===== config.mk =====
export PLATFORM = sky130hd
export DESIGN_NAME = sxd_color_calc
export DESIGN_NICKNAME = d
export VERILOG_FILES = /design/src/rtl/sxd_pkg.sv /design/src/rtl/sxd_chan_div.sv /design/src/rtl/sxd_color_calc.sv
export SDC_FILE = /design/constraint.sdc
export NUM_CORES = 2
export LEC_CHECK = 0
export BUFFER_PORTS_ARGS = -buffer_cell sky130_fd_sc_hd__buf_4
export CAP_MARGIN = 40
export CORE_AREA = 2 2 288 290
export DETAILED_ROUTE_END_ITERATION = 10
export DIE_AREA = 0 0 290 292
export PLACE_DENSITY = 0.84
export SYNTH_ARGS = -nofsm -noshare
export SYNTH_HDL_FRONTEND = slang
export SYNTH_SLANG_ARGS = --single-unit

===== constraint.sdc =====
create_clock -name clk -period 7.6 [get_ports clk]
set_input_delay 1.14 -clock clk [delete_from_list [all_inputs] [get_ports clk]]
set_output_delay 1.14 -clock clk [all_outputs]
set_load 0.02 [all_outputs]

===== src/rtl/sxd_pkg.sv =====
package sxd_pkg;

	localparam logic [31:0] WHITE   = 32'hFFFF_FFFF;
	localparam logic [15:0] NUM_MAX = 16'hFFFF;
	localparam int SUM_W = 18;
	localparam int DIV_W = 29;
	localparam int DEN_W = 20;

	localparam logic [7:0] SIX_LO    = 8'h3F;
	localparam logic [7:0] SIX_HI    = 8'h7E;
	localparam logic [7:0] CH_DOLLAR = 8'h24;
	localparam logic [7:0] CH_DASH   = 8'h2D;
	localparam logic [7:0] CH_BANG   = 8'h21;
	localparam logic [7:0] CH_HASH   = 8'h23;
	localparam logic [7:0] CH_SEMI   = 8'h3B;
	localparam logic [7:0] CH_ZERO   = 8'h30;
	localparam logic [7:0] CH_NINE   = 8'h39;

	localparam logic       REQ_END   = 1'b1;
	localparam logic       KIND_RUN  = 1'b0;
	localparam logic       KIND_SIZE = 1'b1;

	localparam logic [15:0] PU_HLS = 16'd1;
	localparam logic [15:0] PU_RGB = 16'd2;

	localparam logic [DEN_W-1:0] DEN_PCT = DEN_W'(100);
	localparam logic [DEN_W-1:0] DEN_HLS = DEN_W'(600000);
	localparam logic [DIV_W-1:0] HLS_RND = DIV_W'(300000);

	// x / 100 = (x * RCP_PCT) >> 31 for x below 2^24
	localparam logic [24:0] RCP_PCT = 25'd21474837;
	// x / 600000 = ((x >> 6) * RCP_HLS) >> 37 for x below 2^29
	localparam logic [23:0] RCP_HLS = 24'd14660156;

	typedef enum logic [3:0] {
		M_GROUND, M_REPEAT, M_PC, M_PU, M_PX, M_PY, M_PZ
	} mode_t;

	typedef enum logic [3:0] {
		S_CLEAR, S_IDLE, S_DECODE, S_SEL_RD, S_CALC_GO, S_CALC, S_GROUND, S_PAINT, S_SIZE
	} state_t;

	typedef enum logic [2:0] {
		C_IDLE, C_PQ, C_HUE, C_DIVIN, C_DIV, C_DONE
	} calc_state_t;

	typedef struct packed {
		logic        start;
		logic [15:0] pu;
		logic [15:0] px;
		logic [15:0] py;
		logic [15:0] pz;
	} calc_req_t;

	typedef struct packed {
		logic        done;
		logic [31:0] color;
	} calc_rsp_t;

	function automatic logic [15:0] add_digit(input logic [15:0] acc, input logic [3:0] d);
		logic [19:0] v;
		v = {1'b0, acc, 3'b000} + {3'b000, acc, 1'b0} + {16'd0, d};
		return (v > 20'(NUM_MAX)) ? NUM_MAX : v[15:0];
	endfunction

endpackage


===== src/rtl/sxd_chan_div.sv =====
module sxd_chan_div (
	input  logic                      clk,
	input  logic                      arst_n,
	input  logic                      start,
	input  logic [sxd_pkg::DIV_W-1:0] dividend,
	input  logic [sxd_pkg::DEN_W-1:0] divisor,
	output logic                      done,
	output logic [7:0]                quotient
);

	logic [sxd_pkg::DIV_W-1:0] num_q;
	logic                      hls_q;
	logic [7:0]                quo_q;
	logic                      busy_q;
	logic                      done_q;
	logic [48:0]               prod_pct;
	logic [46:0]               prod_hls;

	always_comb begin
		prod_pct = 49'(num_q[23:0]) * 49'(sxd_pkg::RCP_PCT);
		prod_hls = 47'(num_q[sxd_pkg::DIV_W-1:6]) * 47'(sxd_pkg::RCP_HLS);
	end

	always_ff @(posedge clk or negedge arst_n) begin
		if (!arst_n) begin
			busy_q <= 1'b0;
			done_q <= 1'b0;
		end else begin
			done_q <= 1'b0;
			if (start) begin
				busy_q <= 1'b1;
			end else if (busy_q) begin
				busy_q <= 1'b0;
				done_q <= 1'b1;
			end
		end
	end

	always_ff @(posedge clk) begin
		if (start) begin
			num_q <= dividend;
			hls_q <= divisor == sxd_pkg::DEN_HLS;
		end else if (busy_q) begin
			quo_q <= hls_q ? prod_hls[44:37] : prod_pct[38:31];
		end
	end

	assign done     = done_q;
	assign quotient = quo_q;

endmodule


===== src/rtl/sxd_color_calc.sv =====
module sxd_color_calc (
	input  logic               clk,
	input  logic               arst_n,
	input  sxd_pkg::calc_req_t req,
	output sxd_pkg::calc_rsp_t rsp
);

	sxd_pkg::calc_state_t st_q, st_d;

	logic [1:0]  ch_q;
	logic        rgb_q, grey_q;
	logic [15:0] par_q [3];
	logic [8:0]  h_q;
	logic [6:0]  l_q, s_q;
	logic [14:0] qv_q, pv_q;
	logic [20:0] v_q;
	logic [7:0]  byte_q [3];

	logic        div_start, div_done;
	logic [7:0]  div_quo;
	logic [sxd_pkg::DIV_W-1:0] div_num;
	logic [sxd_pkg::DEN_W-1:0] div_den;

	logic [8:0]  h_c;
	logic [6:0]  l_c, s_c;
	logic        is_rgb, is_hls;
	logic [14:0] q_c, p_c;
	logic [9:0]  t_c;
	logic [20:0] v_c;
	logic [23:0] par_x255;
	logic [15:0] par_sel;

	sxd_chan_div u_div (
		.clk      (clk),
		.arst_n   (arst_n),
		.start    (div_start),
		.dividend (div_num),
		.divisor  (div_den),
		.done     (div_done),
		.quotient (div_quo)
	);

	always_comb begin
		is_rgb = req.pu == sxd_pkg::PU_RGB;
		is_hls = req.pu == sxd_pkg::PU_HLS;
		h_c = (req.px > 16'd360) ? 9'd360 : req.px[8:0];
		l_c = (req.py > 16'd100) ? 7'd100 : req.py[6:0];
		s_c = (req.pz > 16'd100) ? 7'd100 : req.pz[6:0];
	end

	always_comb begin
		if (l_q < 7'd50) begin
			q_c = 15'({8'd0, l_q} * (15'd100 + 15'(s_q)));
		end else begin
			q_c = 15'(15'd100 * (15'(l_q) + 15'(s_q)) - {8'd0, l_q} * {8'd0, s_q});
		end
		p_c = 15'(15'd200 * 15'(l_q) - q_c);
	end

	always_comb begin
		case (ch_q)
			2'd0: t_c = (h_q > 9'd240) ? 10'(h_q) - 10'd240 : 10'(h_q) + 10'd120;
			2'd1: t_c = 10'(h_q);
			default: t_c = (h_q < 9'd120) ? 10'(h_q) + 10'd240 : 10'(h_q) - 10'd120;
		endcase
		if (t_c < 10'd60) begin
			v_c = 21'(pv_q) * 21'd60 + 21'(qv_q - pv_q) * 21'(t_c);
		end else if (t_c < 10'd180) begin
			v_c = 21'(qv_q) * 21'd60;
		end else if (t_c < 10'd240) begin
			v_c = 21'(pv_q) * 21'd60 + 21'(qv_q - pv_q) * 21'(10'd240 - t_c);
		end else begin
			v_c = 21'(pv_q) * 21'd60;
		end
	end

	always_comb begin
		par_sel  = grey_q ? 16'(l_q) : par_q[ch_q];
		par_x255 = {par_sel, 8'd0} - 24'(par_sel);
		if (rgb_q || grey_q) begin
			div_num = sxd_pkg::DIV_W'(par_x255);
			div_den = sxd_pkg::DEN_PCT;
		end else begin
			div_num = sxd_pkg::DIV_W'({v_q, 8'd0} - 29'(v_q)) + sxd_pkg::HLS_RND;
			div_den = sxd_pkg::DEN_HLS;
		end
	end

	always_comb begin
		st_d = st_q;
		case (st_q)
			sxd_pkg::C_IDLE: begin
				if (req.start) begin
					if (is_rgb || (is_hls && s_c == 7'd0)) st_d = sxd_pkg::C_DIVIN;
					else if (is_hls) st_d = sxd_pkg::C_PQ;
					else st_d = sxd_pkg::C_DONE;
				end
			end
			sxd_pkg::C_PQ:    st_d = sxd_pkg::C_HUE;
			sxd_pkg::C_HUE:   st_d = sxd_pkg::C_DIVIN;
			sxd_pkg::C_DIVIN: st_d = sxd_pkg::C_DIV;
			sxd_pkg::C_DIV: begin
				if (div_done) begin
					if (ch_q == 2'd2) st_d = sxd_pkg::C_DONE;
					else if (rgb_q || grey_q) st_d = sxd_pkg::C_DIVIN;
					else st_d = sxd_pkg::C_HUE;
				end
			end
			sxd_pkg::C_DONE:  st_d = sxd_pkg::C_IDLE;
			default:          st_d = sxd_pkg::C_IDLE;
		endcase
	end

	always_comb begin
		div_start = st_q == sxd_pkg::C_DIVIN;
		rsp.done  = st_q == sxd_pkg::C_DONE;
		rsp.color = {byte_q[0], byte_q[1], byte_q[2], 8'hFF};
	end

	always_ff @(posedge clk or negedge arst_n) begin
		if (!arst_n) begin
			st_q <= sxd_pkg::C_IDLE;
		end else begin
			st_q <= st_d;
		end
	end

	always_ff @(posedge clk) begin
		case (st_q)
			sxd_pkg::C_IDLE: begin
				ch_q     <= 2'd0;
				rgb_q    <= is_rgb;
				grey_q   <= is_hls && s_c == 7'd0;
				par_q[0] <= req.px;
				par_q[1] <= req.py;
				par_q[2] <= req.pz;
				h_q      <= h_c;
				l_q      <= l_c;
				s_q      <= s_c;
				byte_q[0] <= 8'hFF;
				byte_q[1] <= 8'hFF;
				byte_q[2] <= 8'hFF;
			end
			sxd_pkg::C_PQ: begin
				qv_q <= q_c;
				pv_q <= p_c;
			end
			sxd_pkg::C_HUE: v_q <= v_c;
			sxd_pkg::C_DIV: begin
				if (div_done) begin
					byte_q[ch_q] <= div_quo;
					ch_q <= ch_q + 2'd1;
				end
			end
			default: ;
		endcase
	end

endmodule


Yosys cells after proc, flatten, opt, wreduce, memory -nomap -nowiden
Memory sizes are Yosys's and may differ from the RTL's. A register that Yosys moved wholly into a read port is not among the register bits.
Index checks and enable logic that the tools add are counted.
{ "classes": {"n_addsub": 16, "n_mul": 10, "magnitude_cmp": 9, "n_eq_ne": 12, "muxes": 33, "bitwise_logic": 1, "n_reduce_logical": 11} }
{ "ops": {"columns": ["cell", "count"], "rows": [
  ["2-to-1 mux 21 bit", 3],
  ["multiplier 23 x 22 -> 43 bit, second input constant", 1],
  ["adder 21 bit", 2],
  ["multiplier 24 x 25 -> 39 bit, second input constant", 1],
  ["multiplier 15 x 4 -> 19 bit, second input constant", 2],
  ["> comparator 16 x 7 -> 1 bit, second input constant", 2],
  ["adder 29 x 19 -> 29 bit, second input constant", 1],
  ["subtractor 29 x 21 -> 29 bit", 1],
  ["2-to-1 mux 24 bit", 1],
  ["subtractor 24 x 16 -> 24 bit", 1],
  ["multiplier 16 x 11 -> 21 bit", 1],
  ["multiplier 21 x 10 -> 21 bit", 1],
  ["== test 20 bit, second input constant", 1],
  ["< comparator 10 x 8 -> 1 bit, second input constant", 2],
  ["2-to-1 mux 10 bit", 2],
  ["2-to-1 mux 20 bit", 1],
  ["case mux 10 bit (2 select lines)", 1],
  ["== test 16 x 1 -> 1 bit, second input constant", 1],
  ["== test 16 x 2 -> 1 bit, second input constant", 1],
  ["> comparator 16 x 9 -> 1 bit, second input constant", 1],
  ["2-to-1 mux 16 bit", 1],
  ["2-to-1 mux 8 bit", 2],
  ["subtractor 15 x 15 -> 16 bit", 1],
  ["multiplier 7 x 8 -> 15 bit", 1],
  ["other kinds (40)", 60]
]} }
{ "totals": {"reg_bits": 121, "ramBits": 72, "inputBits": 67, "output_inout_bits": 33, "elab_cells": 110, "mem_count": 2} }
{ "mem_list": {"columns": ["name", "depth", "word_bits", "rd", "rd_clocked_by_memory_dff", "wr", "line_no", "rtl"], "rows": [
  ["par_q", 3, 16, 1, 1, 3, "sxd_color_calc.sv:12", "logic [15:0] par_q [3];"],
  ["byte_q", 3, 8, 3, 0, 3, "sxd_color_calc.sv:17", "logic [7:0] byte_q [3];"]
]} }

Logic depth before layout (Yosys ltp)
{ "logic_depth": {"ltp_word": 9, "ltp_mapped": 34, "depth_no_buf": 32} }

Hierarchy
A second synthesis with hierarchy kept.
{ "hier_totals": {"cells_unflattened": 4703, "hier_area_um2": 45392.3} }
{ "by_module_without_submodules": {"columns": ["module", "n_inst", "cells_per_inst", "area_each_um2", "seq_area_each_um2"], "rows": [
  ["sxd_color_calc", 1, 3021, 27786.6, 4559.4],
  ["sxd_chan_div", 1, 1682, 17605.6, 1191.1]
]} }

Worst setup path after synthesis
Ideal clock, no wire load.
{ "synth_timing": {"kind": "reg-to-reg", "startpoint": "register qv_q[0]", "endpoint": "register v_q[20] (data pin)", "setup_time_ns": 0.272, "arrival_time_ns": 7.823, "t_required_ns": 7.328, "slack_ns": -0.495, "path_stages_with_launch": 31, "n_path_buf": 0, "period_less_slack_ns": 8.095, "path_cell_list": "edfxtp_1 > fa_1 > fa_1 > ha_1 > a21o_1 > a21oi_1 > o21ai_0 > a21oi_1 > o21bai_1 > a21oi_1 > o21ai_0 > o41ai_1 > o211a_1 > o21bai_1 > xor2_1 > fa_1 > ha_1 > fa_1 > inv_1 > fa_1 > fa_1 > xor2_1 > xnor2_1 > xnor2_1 > xnor2_1 > xnor2_1 > xnor2_1 > xnor3_1 > xnor2_1 > mux2i_1 > a22oi_2"} }
{ "synth_between": {"elab_chain_len": 6, "word_cells_on_any_way": 9, "classes_between": "add/sub: 3; mul: 3; mux: 3"} }
{ "synth_lines": {"columns": ["element", "line_no", "rtl"], "rows": [
  ["start: declaration", "sxd_color_calc.sv:15", "logic [14:0] qv_q, pv_q;"],
  ["start signal: assignment", "sxd_color_calc.sv:145", "qv_q <= q_c;"],
  ["subtractor 15 x 15 -> 16 bit", "sxd_color_calc.sv:67, sxd_color_calc.sv:71", null],
  ["multiplier 16 x 11 -> 21 bit", "sxd_color_calc.sv:71", "v_c = 21'(pv_q) * 21'd60 + 21'(qv_q - pv_q) * 21'(10'd240 - t_c);"],
  ["adder 21 bit", "sxd_color_calc.sv:71", null],
  ["2-to-1 mux 21 bit", "sxd_color_calc.sv:70", "end else if (t_c < 10'd240) begin"],
  ["2-to-1 mux 21 bit", "sxd_color_calc.sv:68", "end else if (t_c < 10'd180) begin"],
  ["2-to-1 mux 21 bit *", "sxd_color_calc.sv:66", "if (t_c < 10'd60) begin"],
  ["named net v_c[20]", "sxd_color_calc.sv:29", "logic [20:0] v_c;"],
  ["end signal: assignment", "sxd_color_calc.sv:148", "sxd_pkg::C_HUE: v_q <= v_c;"],
  ["end: declaration", "sxd_color_calc.sv:16", "logic [20:0] v_q;"]
]} }
Mark *: on every way through the listed nets, which the timed path passes. The rest lies on a longest branch.
A chain may end at the register's enable or synchronous reset.

Worst setup path after layout
{ "layout_timing": {"startpoint": "register pv_q[1]", "endpoint": "register v_q[20] (data pin)"} }
{ "layout_between": {"elab_chain_len": 6, "word_cells_on_any_way": 9, "classes_between": "add/sub: 3; mul: 3; mux: 3"} }
{ "layout_lines": {"columns": ["element", "line_no", "rtl"], "rows": [
  ["start: declaration", "sxd_color_calc.sv:15", null],
  ["start signal: assignment", "sxd_color_calc.sv:146", "pv_q <= p_c;"],
  ["subtractor 15 x 15 -> 16 bit", "sxd_color_calc.sv:67, sxd_color_calc.sv:71", null],
  ["multiplier 16 x 11 -> 21 bit", "sxd_color_calc.sv:71", null],
  ["adder 21 bit", "sxd_color_calc.sv:71", null],
  ["2-to-1 mux 21 bit", "sxd_color_calc.sv:70", null],
  ["2-to-1 mux 21 bit", "sxd_color_calc.sv:68", null],
  ["2-to-1 mux 21 bit *", "sxd_color_calc.sv:66", null],
  ["named net v_c[20]", "sxd_color_calc.sv:29", null]
]} }
Marks and branches as above.

==> out/results.md <==
- **CP bufs+invs** 5
- **total vias in the final route** 33454
- **input/output buffers** 91
- **post-synth cell types** 91
- **yosys synthesis warning count** 0
- **proportion of register bits with asynchronous set or reset after synthesis** 0.0259
- **Multi-input gate area** 34900 sq um
- **Clock Root Buffer** sky130_fd_sc_hd__clkbuf_16
- **Worst Path Required** 7820 ps
- **core footprint** 81600 sq um
- **arrival time of data at the critical path endpoint** 8210 ps
- **share of layout cells above drive strength 1** 0.120
- **most frequent cells in the layout** sky130_fd_sc_hd__inv_1 (1085), sky130_fd_sc_hd__fa_1 (767), sky130_fd_sc_hd__ha_1 (682)
- **fraction of the yosys area taken by sequential cells** 0.129
- **most frequent standard cell in the layout excluding fill and tap cells** sky130_fd_sc_hd__inv_1
- **slew margin rel.** 0.375
- **Synth Instances** 4558
- **DRC violation count after routing** 0
- **category of the most critical setup path** reg -> reg
- **area of the die** 84700 sq um
- **crit-path max cell delay** 510 ps
- **outcome** finished with violations
- **Final Hold Fails** 0
- **share of the cycle needed by the critical path after routing** 1.05
- **final clock skew** 24.7 ps
- **kind of cell adding the most delay to the critical path** adder cells
- **combined global-route utilization of all metal layers** 0.288
- **gp weighted congestion** 0.991
- **post-detailed-route count of antenna-violating nets** 0
- **final critical-path setup slack** -399 ps
- **vias per cell** 5.60
- **# Max-Cap Violations** 0
- **number of global-route vias before repair** 37079
- **GR Overflow Total** 0
- **critical path's slowest cell** sky130_fd_sc_hd__fa_1
- **Crit Path Max Fanout** 3
- **clk sinks** 193
- **number of antenna violations at the first check in global routing** 1
- **layout overhead on the synthesized area** 11.7%
- **clock tree from TritonCTS** yes
- **Hold WC Path Type** in -> async
- **top-level port count** 100
- **HPWL after detailed placement** 101000 microns
- **number of placement rows** 105
- **initial DRC count** 2362
- **Clk Latency, worst-skew pair** 490 ps
- **Die H** 292 microns
- **final slew viol count** 0
- **area of placed instances** 48500 sq um
- **worst slew pin tran** 937 ps
- **total negative setup slack** -1350 ps
- **number of enable-type register cells in the synthesized netlist** 186
- **failing checks** setup timing
- **Worst setup EP type** flip-flop
- **cell seen most often among critical-path stages** sky130_fd_sc_hd__xnor2_1
- **first-pass GRT wire length** 191000 microns
- **wire length after detailed routing** 119000 microns
- **type of element launching the critical path** flip-flop
- **Die X-Extent** 290 microns
- **final instance area** 49800 sq um
- **time the worst path needs with I/O delays and setup** 8000 ps
- **flip-flop and latch count after synthesis** 193
- **initial cell density of the core** 0.547
- **clock-pin slew of the registers on the worst-case setup and hold paths** 100 ps
- **first-pass detailed-route iteration total** 6
- **Max Fclk** 125 MHz
- **pin count of the biggest net entering global routing** 74
- **number of nets in the finished design** 6417
- **maximum clock path buffer count** 2
- **routed len/inst** 19.9 microns
- **Post-Syn Area** 44600 sq um
- **htree depth** 4
- **mean instance size in the synthesized netlist** 9.79 sq um
- **unrepaired setup endpoints after global routing** true
- **Post-synth top flop** sky130_fd_sc_hd__edfxtp_1
- **area taken by flip-flops and latches** 5750 sq um
- **number of buffers added by the clock tree synthesis step** 17
- **Setup-failing EPs final** 5
- **number of inserted filler cells in the final layout** 6332
## flip-flops by register name, summed over array words and instances, names as in the netlist, 2 cells and up, named ones only
signal / count
u_div.quotient: 8
pv_q: 14
qv_q: 15
byte_q: 24
st_q: 3
par_q: 48
s_q: 7
v_q: 20
u_div.num_q: 29
l_q: 7
ch_q: 2
h_q: 9
## metal layers
layer	vias to the layer above	track usage	wire length [microns]
met4	0	0.173	8450
li1	15034	-	-
met2	1398	0.511	60000
met3	513	0.0394	7970
met5	-	0	0
met1	16509	0.331	42600
## area by class of cell
class                      count  area share
clock inverter                15     0.00477
multi-input combinational   3191       0.701
sequential                   193       0.115
timing repair buffer         390      0.0609
antenna                        1   0.0000502
tap                         1070      0.0269
inverter                    1097      0.0826
clock buffer                  17     0.00854
## cells in the mapped netlist, drive strengths merged (5+ instances only)
master	n	area, sq um
xnor2	168	1490
a221oi	5	61.3
inv	1095	4110
a31o	7	61.3
nand3	41	205
o21a	26	195
nand2b	43	269
mux2i	24	240
o21bai	28	210
nor2	247	940
o41ai	6	52.6
and3	13	81.3
o2111ai	5	43.8
or2	44	275
fa	770	15400
ha	690	8630
o21ai	116	592
dfrtp	5	125
a211o	6	52.6
o211ai	12	95.1
a31oi	15	109
edfxtp	186	5590
nor2b	44	275
nor4	11	68.8
nand2	298	1120
nand4	16	100
a21boi	6	45.0
o31ai	16	120
and2	68	425
clkbuf	65	244
xor2	81	724
o22ai	14	87.6
mux2	15	169
a211oi	28	225
buf	19	123
nor3	44	236
a21o	46	345
a21oi	165	830
or3	15	98.8
## stage by stage
| step | hold WS, ps | utilization | std cells | setup slack (ps) |
|---|---|---|---|---|
| 3_5_place_dp | 558 | 0.595 | 5916 | -671 |
| 2_1_floorplan | 506 | - | 4565 | 21.0 |
| 6_report | 463 | 0.611 | 5974 | -399 |
| 4_1_cts | 449 | 0.606 | 5954 | -219 |
| 5_1_grt | 464 | 0.611 | 5973 | -673 |
| 3_3_place_gp | 580 | 0.595 | 5915 | -447 |
## logic make-up after synthesis
kind of cell / Yosys count / share of synthesized area
mux: 39 / 0.00917
other cells: 1 / 0.0000841
xor+xnor: 250 / 0.0501
flops: 193 / 0.129
buf+inv: 1181 / 0.101
fa+ha+maj: 1460 / 0.539
compound gates: 533 / 0.0772
simple gates: 901 / 0.0949
## worst register-to-register path: cells and delay by family (launching register included)
| family | cells | cell delay (ps) |
|---|---|---|
| XOR/XNOR | 9 | 1600 |
| multiplexers | 1 | 260 |
| buffers and inverters | 5 | 550 |
| AO/OA/AOI/OAI | 8 | 1310 |
| AND/OR/NAND/NOR | 2 | 250 |
| flip-flops | 1 | 440 |
| adder cells (fa/ha/maj) | 8 | 3330 |
## worst paths after layout
| path | start | endpoint | slack, ps | depth (start not counted) |
|---|---|---|---|---|
| min | arst_n | st_q[1]$_DFFE_PN0P_ | 460 | 1 |
| max | pv_q[1]$_DFFE_PP_ | v_q[20]$_DFFE_PP_ | -400 | 33 |
| max reg2reg | pv_q[1]$_DFFE_PP_ | v_q[20]$_DFFE_PP_ | -400 | 33 |
| max in group asynchronous | arst_n | u_div.busy_q$_DFF_PN0_ | 7030 | 1 |
| min reg2reg | u_div.busy_q$_DFF_PN0_ | u_div.done$_DFF_PN0_ | 570 | 1 |
| min in group clk | u_div.busy_q$_DFF_PN0_ | u_div.done$_DFF_PN0_ | 570 | 1 |
## what timing repair did
item / CTS / global route
gates resized for setup: 50 / 46
hold buffers: 0 / 0
buffers inserted: 6 / 20
pin swaps: 43 / 39
endpoints found under the hold margin: 0 / 0
endpoints found under the setup margin: 10 / 16
Power is not shown: default switching activity piles up to over one toggle a cycle in this logic, so the estimate is an artifact.
